$ cat src/rtl/olst_pkg.sv
`default_nettype none

package olst_pkg;

    localparam int DEPTH     = 64;
    localparam int WORD_BITS = 32;
    localparam int IDX_W     = $clog2(DEPTH);
    localparam int CNT_W     = $clog2(DEPTH + 1);

    typedef logic [WORD_BITS-1:0] t_word;

    // Per-cycle command broadcast to every cell of the chain
    typedef enum logic [2:0] {
        CMD_HOLD,
        CMD_INSERT,
        CMD_SHIFT_DOWN,
        CMD_ROTATE,
        CMD_MARK,
        CMD_SORT
    } t_cell_cmd;

    typedef struct packed {
        t_cell_cmd        cmd;
        logic [CNT_W-1:0] pos;
        logic [CNT_W-1:0] count;
        t_word            operand;
        logic             phase;
    } t_cell_ctl;

endpackage

`default_nettype wire

$ cat src/rtl/olst_cell.sv
`default_nettype none

module olst_cell (
    input  wire                       i_clk,
    input  olst_pkg::t_cell_ctl       i_ctl,
    input  wire [olst_pkg::IDX_W-1:0] i_index,
    input  olst_pkg::t_word           i_left_word,
    input  wire                       i_left_keep,
    input  olst_pkg::t_word           i_right_word,
    input  wire                       i_right_keep,
    output olst_pkg::t_word           o_word,
    output logic                      o_keep
);
    import olst_pkg::*;

    t_word            r_word;
    t_word            n_word;
    logic             r_keep;
    logic             n_keep;
    logic [CNT_W-1:0] idx;

    assign idx = CNT_W'(i_index);

    always_comb begin
        n_word = r_word;
        n_keep = r_keep;
        unique case (i_ctl.cmd)
            CMD_HOLD: begin
            end
            CMD_INSERT: begin
                if (idx == i_ctl.pos) begin
                    n_word = i_ctl.operand;
                end else if (idx > i_ctl.pos) begin
                    n_word = i_left_word;
                end
            end
            CMD_SHIFT_DOWN: begin
                if (idx >= i_ctl.pos) begin
                    n_word = i_right_word;
                end
            end
            CMD_ROTATE: begin
                n_word = i_right_word;
            end
            CMD_MARK: begin
                n_keep = (idx < i_ctl.count) && (r_word != i_ctl.operand);
            end
            CMD_SORT: begin
                // Swap a hole with a kept word of the partner cell
                if (i_index[0] == i_ctl.phase) begin
                    if (!r_keep && i_right_keep) begin
                        n_word = i_right_word;
                        n_keep = 1'b1;
                    end
                end else begin
                    if (!i_left_keep && r_keep) begin
                        n_word = i_left_word;
                        n_keep = 1'b0;
                    end
                end
            end
            default: begin
            end
        endcase
    end

    always_ff @(posedge i_clk) begin
        r_word <= n_word;
        r_keep <= n_keep;
    end

    assign o_word = r_word;
    assign o_keep = r_keep;

endmodule

`default_nettype wire

$ cat config.mk
export PLATFORM = sky130hd
export DESIGN_NAME = olst_cell
export DESIGN_NICKNAME = d
export VERILOG_FILES = /design/src/rtl/olst_pkg.sv /design/src/rtl/olst_cell.sv
export SDC_FILE = /design/constraint.sdc
export NUM_CORES = 1
export LEC_CHECK = 0
export ABC_AREA = 0
export ABC_CLOCK_PERIOD_IN_PS = 11120
export BUFFER_PORTS_ARGS = -buffer_cell sky130_fd_sc_hd__buf_2
export CAP_MARGIN = 15
export CORE_UTILIZATION = 25
export DETAILED_ROUTE_END_ITERATION = 6
export PLACE_DENSITY = 0.64
export SETUP_SLACK_MARGIN = 0.15
export SYNTH_ARGS = -nofsm -noshare
export SYNTH_HDL_FRONTEND = slang
export SYNTH_SLANG_ARGS = --single-unit
$ cat constraint.sdc
create_clock -name i_clk -period 11.12 [get_ports i_clk]
set_clock_uncertainty 0.2 [all_clocks]
set_input_delay 2.224 -clock i_clk [delete_from_list [all_inputs] [get_ports i_clk]]
set_output_delay 2.224 -clock i_clk [all_outputs]
set_load 0.02 [all_outputs]
==> results of run 1 <==
cells in the mapped netlist (all sizes together):
master,number,area [um2]
a2111oi,1,8.76
a211oi,1,7.51
a21o,4,30.0
a21oi,4,20.0
a222oi,32,320
a311oi,1,8.76
and3,1,6.26
and4,1,11.3
and4b,1,10.0
buf,10,87.6
edfxtp,33,991
ha,11,138
inv,44,165
nand2,4,15.0
nand2b,3,18.8
nand3b,1,11.3
nand4,3,18.8
nor2,1,3.75
nor2b,1,6.26
nor3,1,5.00
nor3b,1,7.51
nor4,9,56.3
o21ai,4,20.0
o22ai,1,20.0
xnor2,1,16.3
xor2,32,280
cell type report:
type,instances,area share [%]
multi-input combinational,119,32.1
inverter,44,5.07
sequential,33,30.4
clock buffer,6,2.23
clock inverter,2,1.04
tap,108,4.15
timing repair buffer,159,25.0
power by group:
group / switching (uW) / internal, uW / total, uW
combinational: 68.5 / 51.7 / 120
sequential: 9.98 / 158 / 168
clock: 46.6 / 66.2 / 113
total: 125 / 276 / 401
routing by layer:
layer | part of all wire [%] | vias up | track usage [%]
met4 | 0.72 | 0 | 3.05
met5 | 0 | - | 0
met1 | 42 | 1091 | 18.1
met3 | 6.9 | 7 | 3.31
li1 | - | 1105 | -
met2 | 50 | 105 | 26.9
stage by stage:
stage / total power, uW / utilization, % / cell area, um2 / hold slack, ns / cells
after global routing: 425 / 37.2 / 3260 / 0.903 / 471
after floorplan: 238 / - / 2280 / 0.794 / 206
final: 401 / 37.2 / 3260 / 0.770 / 471
after CTS: 408 / 37.0 / 3240 / 0.778 / 470
after detailed placement: 291 / 35.8 / 3140 / 0.754 / 462
after global placement: 289 / 35.8 / 3140 / 0.728 / 462
worst min path at each step:
| stage | cells after the start | slack, ns | end | startpoint |
|---|---|---|---|---|
| finish | 3 | 0.77 | o_keep | o_keep |
| global route | 3 | 0.90 | o_keep | o_keep |
| CTS | 3 | 0.78 | o_keep | o_keep |
| floorplan | 5 | 0.79 | o_keep | o_word[4] |
| detailed placement | 3 | 0.75 | o_keep | o_keep |
| global placement | 3 | 0.73 | o_keep | o_keep |
cells by family after synthesis:
group           count (synthesis)  synth area share [%]
simple gates                   27                  7.45
xor+xnor                       33                  13.0
flops                          33                  43.4
buf+inv                        54                  11.1
compound gates                 48                  19.1
fa+ha+maj                      11                  6.03
sequential cells by signal (all words and copies together), names as in the netlist:
name and cells:
o_keep 1, o_word 32
critical path: cells and delay by family:
family	cells	cell delay, ns
AO/OA/AOI/OAI	1	0.09
adder cells (fa/ha/maj)	1	0.29
AND/OR/NAND/NOR	3	1.08
buffers and inverters	3	0.55
==> metrics.yaml, run 1 <==
status: "finished clean"
cts_made_buffers: 5
syn-cell-area_um2: 2280
syn_area_per_cell_um2: 11.1
critPathMaxStageDelay_ns: 0.59
multiInputGateArea_um2: 1050
setup_tns_ns: 0
synthesis.instances: 206
reg2reg_from: "o_word[18]"
ff2ff_path_depth: 5
fp.dieW_um: 97.6
min_path_type: "reg2reg"
yosysWarnings: 0
synth_cell_type_count: 27
slowest_stage: "and3_1"
holdBufCountCts: 0
place_congestion: 0.817
slew_headroom_pct: 37.8
grt_pass1_vias: 2363
cts_max_level: 2
synth_seq_cells: 33
end_kind: "flop"
critPathLaunch: "i_index[5]"
dr.pass1.iters: 6
p_leak_uw: 0.00163
antenna_found_initial: 0
coreArea_um2: 8760
dieArea_um2: 9520
irDropWorstVdd_mv: 0.0508
num_vias: 2308
postSynthNetCount: 340
synthToLayoutAreaGrowth_pct: 42.6
tritoncts: "yes"
path_max_fanout: 17
path_cells: "buf_2 -> ha_1 -> and4b_1 -> and4_4 -> and3_1 -> buf_4 -> a222oi_1 -> inv_1"
min_period_ns: 4.30
drv_slew: 0
port_buffers: 155
drt_iter0_markers: 196
reg2reg_to: "o_keep"
grt_pass1_wl_mm: 11.3
grt_overflow: 0
layout_common_cells: "155 x buf_2, 44 x inv_1, 33 x edfxtp_1"
finalCritPeriodShare_pct: 38.7
grt_setup_unrepaired: "no"
routedWlPerCell_um: 15.1
finalWirelength_mm: 7.13
fin_nets: 496
cts_setup_buffers: 0
yosysSeqAreaShare_pct: 43.4
max_freq_mhz: 233
root_buffer: "clkbuf_8"
r2r_slack_ns: 9.10
io_pins: 156
detail-route-antenna-nets: 0
die_y_um: 97.6
clk-insertion-delay-late_ns: 0.28
path_class: "in2reg"
place_hpwl_mm: 5.70
viasPerCell: 4.90
route.detailed.drc: 0
cp.arrival_ns: 4.25
final_common_cell: "buf_2"
drv_cap: 0
postCtsResizedCells: 0
start_kind: "input pin"
endpoint: "o_word[4]"
setup_viol: 0
drive_gt1_share_pct: 46.8
worstPathRequired_ns: 11.07
tightest_slew_ns: 0.934
row_count: 34
initial_core_util_pct: 26.1
path_clk_slew_ns: 0.07
track_usage_pct: 14.9
insertedDiodeCount: 0
place_ws_ns: 6.48
grt_max_degree: 33
power_density_nw_per_um2: 123
layout_setup_ws_ns: 6.82
seqCellArea_um2: 991
hold_viol: 0
numClockSinks: 33
clk_path_buf_depth: 2
fill_cells: 905
No activity file was read; power rests on OpenSTA's default activity.
==> run 2: changes to the inputs <==
--- a/config.mk
+++ b/config.mk
@@ -6,12 +6,12 @@
 export NUM_CORES = 1
 export LEC_CHECK = 0
 export ABC_AREA = 0
-export ABC_CLOCK_PERIOD_IN_PS = 11120
+export ABC_CLOCK_PERIOD_IN_PS = 3600
 export BUFFER_PORTS_ARGS = -buffer_cell sky130_fd_sc_hd__buf_2
 export CAP_MARGIN = 15
 export CORE_UTILIZATION = 25
 export DETAILED_ROUTE_END_ITERATION = 6
-export PLACE_DENSITY = 0.64
+export PLACE_DENSITY = 0.66
 export SETUP_SLACK_MARGIN = 0.15
 export SYNTH_ARGS = -nofsm -noshare
 export SYNTH_HDL_FRONTEND = slang
==> constraint.sdc (replaced) <==
create_clock -name i_clk -period 3.6 [get_ports i_clk]
set_clock_uncertainty 0.2 [all_clocks]
set_input_delay 0.72 -clock i_clk [delete_from_list [all_inputs] [get_ports i_clk]]
set_output_delay 0.72 -clock i_clk [all_outputs]
set_load 0.02 [all_outputs]
==> run 2 against run 1 <==
Net effect:
- global-route usage rose by 0.29 points
- worst hold slack worse by 0.24 ns
- clock-buffer cell count is the same
- sequential cell count stayed put
- final cell count decreased by 0.21%
- highest routed layer unchanged
==> metrics.yaml, run 2 (synthesis results as in run 1) <==
status: "finished clean"
crit_top_cell: "a21o_1"
tritoncts: "yes"
finalWirelength_mm: 7.23  # +1.4%
tightest_slew_ns: 0.988  # +0.0541 ns
crit_family: "simple AND/OR/NAND/NOR gates"
dieArea_um2: 9520  # unchanged
start_kind: "input pin"
fin_nets: 495  # -0.20%
coreArea_um2: 8760  # unchanged
fin_cells: 470  # -0.21%
cts_max_level: 2  # unchanged
path_buf_inv: 3  # unchanged
whs_path_depth: 3  # unchanged
ff2ff_path_depth: 5  # unchanged
grt_max_degree: 33  # unchanged
cp_num_cells: 9  # +1
cts_made_buffers: 5  # unchanged
power_density_nw_per_um2: 378  # +210%
place_hpwl_mm: 5.93  # +4.1%
drv_cap: 0  # unchanged
drive_gt1_share_pct: 46.7  # -0.15 points
end_kind: "flop"
slowest_stage: "nor4_4"
grt_setup_unrepaired: "no"
layout_common_cells: "155 x buf_2, 44 x inv_1, 33 x edfxtp_1"
clk_path_buf_depth: 2  # unchanged
detail-route-antenna-nets: 0  # unchanged
drt_iter0_markers: 163  # -17%
dr.pass1.iters: 7  # +1
antenna_found_initial: 0  # unchanged
min_period_ns: 3.21
irDropWorstVdd_mv: 0.150  # +190%
io_pins: 156  # unchanged
num_vias: 2280  # -1.2%
routedWlPerCell_um: 15.4  # +1.6%
insertedDiodeCount: 0  # unchanged
critPathLaunch: "i_index[0]"
initial_core_util_pct: 26.1  # unchanged
path_class: "in2reg"
path_max_fanout: 17  # unchanged
dp_cells: 462  # unchanged
fp.dieW_um: 97.6  # unchanged
hp-start: "i_right_word[28]"
setup_viol: 0  # unchanged
grt_pass1_vias: 2352  # -0.47%
worstPathRequired_ns: 3.37  # -7.70 ns
min_path_type: "in2reg"
numClockSinks: 33  # unchanged
path_cells: "buf_2 -> inv_1 -> ha_1 -> nand2b_1 -> a21o_1 -> a21o_1 -> a2111oi_0 -> nor4_4 -> buf_4"
port_buffers: 155  # unchanged
path_clk_slew_ns: 0.07  # about the same
setup_tns_ns: 0  # unchanged
place_ws_ns: 0.0674  # -6.41 ns
synthToLayoutAreaGrowth_pct: 42.4
finalCritPeriodShare_pct: 89.3
largest_register_ffs: 32  # unchanged
final_common_cell: "buf_2"
postCtsResizedCells: 0  # unchanged
route.detailed.drc: 0  # unchanged
drv_slew: 0  # unchanged
fill_cells: 921  # +1.8%
row_count: 34  # unchanged
reg2reg_from: "o_keep"
grt_pass1_wl_mm: 11.4  # +0.61%
layout_setup_ws_ns: 0.387  # -6.43 ns
hold_viol: 0  # unchanged
root_buffer: "clkbuf_8"
place_congestion: 0.819  # +0.18%
p_leak_uw: 0.00162  # -0.35%
slew_headroom_pct: 33.7  # -4.1 points
track_usage_pct: 15.2  # +0.29 points
critPathMaxStageDelay_ns: 0.91  # +0.32 ns
cts_setup_buffers: 0  # unchanged
die_y_um: 97.6  # unchanged
clk-insertion-delay-late_ns: 0.28  # about the same
cp.arrival_ns: 2.98  # -1.27 ns
max_freq_mhz: 311
holdBufCountCts: 0  # unchanged
viasPerCell: 4.85  # -1.0%
grt_overflow: 0  # unchanged
[run 2: cell count changes in the layout (fill, tap and decap cells not counted), sizes merged]
cell  before  now
buf      159  158
[run 2: routing by layer]
| metal | share of wire [%] | up-vias | routed length (um) | track usage [%] |
|---|---|---|---|---|
| met3 | 6.5 | 5 | 470 | 3.24 |
| met4 | 0.68 | 0 | 49 | 4.19 |
| met5 | 0 | - | 0 | 0 |
| met2 | 52 | 122 | 3760 | 27.3 |
| li1 | - | 1104 | - | - |
| met1 | 41 | 1049 | 2950 | 18.3 |
[run 2: stage by stage]
step	instance area (um2)	hold WS, ns	util [%]	total power (uW)
final	3250	0.533	37.1	1230
after global routing	3250	0.544	37.1	1300
after CTS	3250	0.520	37.1	1240
after detailed placement	3140	0.805	35.9	903
after global placement	3140	0.778	35.9	895
after floorplan	2300	0.714	-	736
[run 2: power breakdown]
part / internal [uW] / total, uW / switching [uW]
logic: 158 / 372 / 214
clock network: 204 / 337 / 133
registers: 488 / 520 / 32.6
[run 2: cell type report]
class	instances	area, um2	area share (%)
inverters	44	165	5.08
repair buffers	158	798	24.6
flip-flops and latches	33	991	30.5
well taps	108	135	4.16
clock inverters	2	33.8	1.04
clock buffers	6	72.6	2.23
multi-input cells	119	1050	32.4
[run 2: final timing paths]
| path | endpoint | slack [ns] |
|---|---|---|
| worst min-delay path | o_word[28] | 0.53 |
| worst min register to register | o_keep | 0.81 |
| worst max register to register | o_word[2] | 1.21 |
| worst max-delay path | o_word[2] | 0.39 |
[run 2: worst register-to-register path, cell delays in order (launching register included)]
cell and delay (ns):
edfxtp_1 0.35, inv_1 0.06, nor3_1 0.18, a311oi_1 0.11, nor4_4 0.78, buf_4 0.40
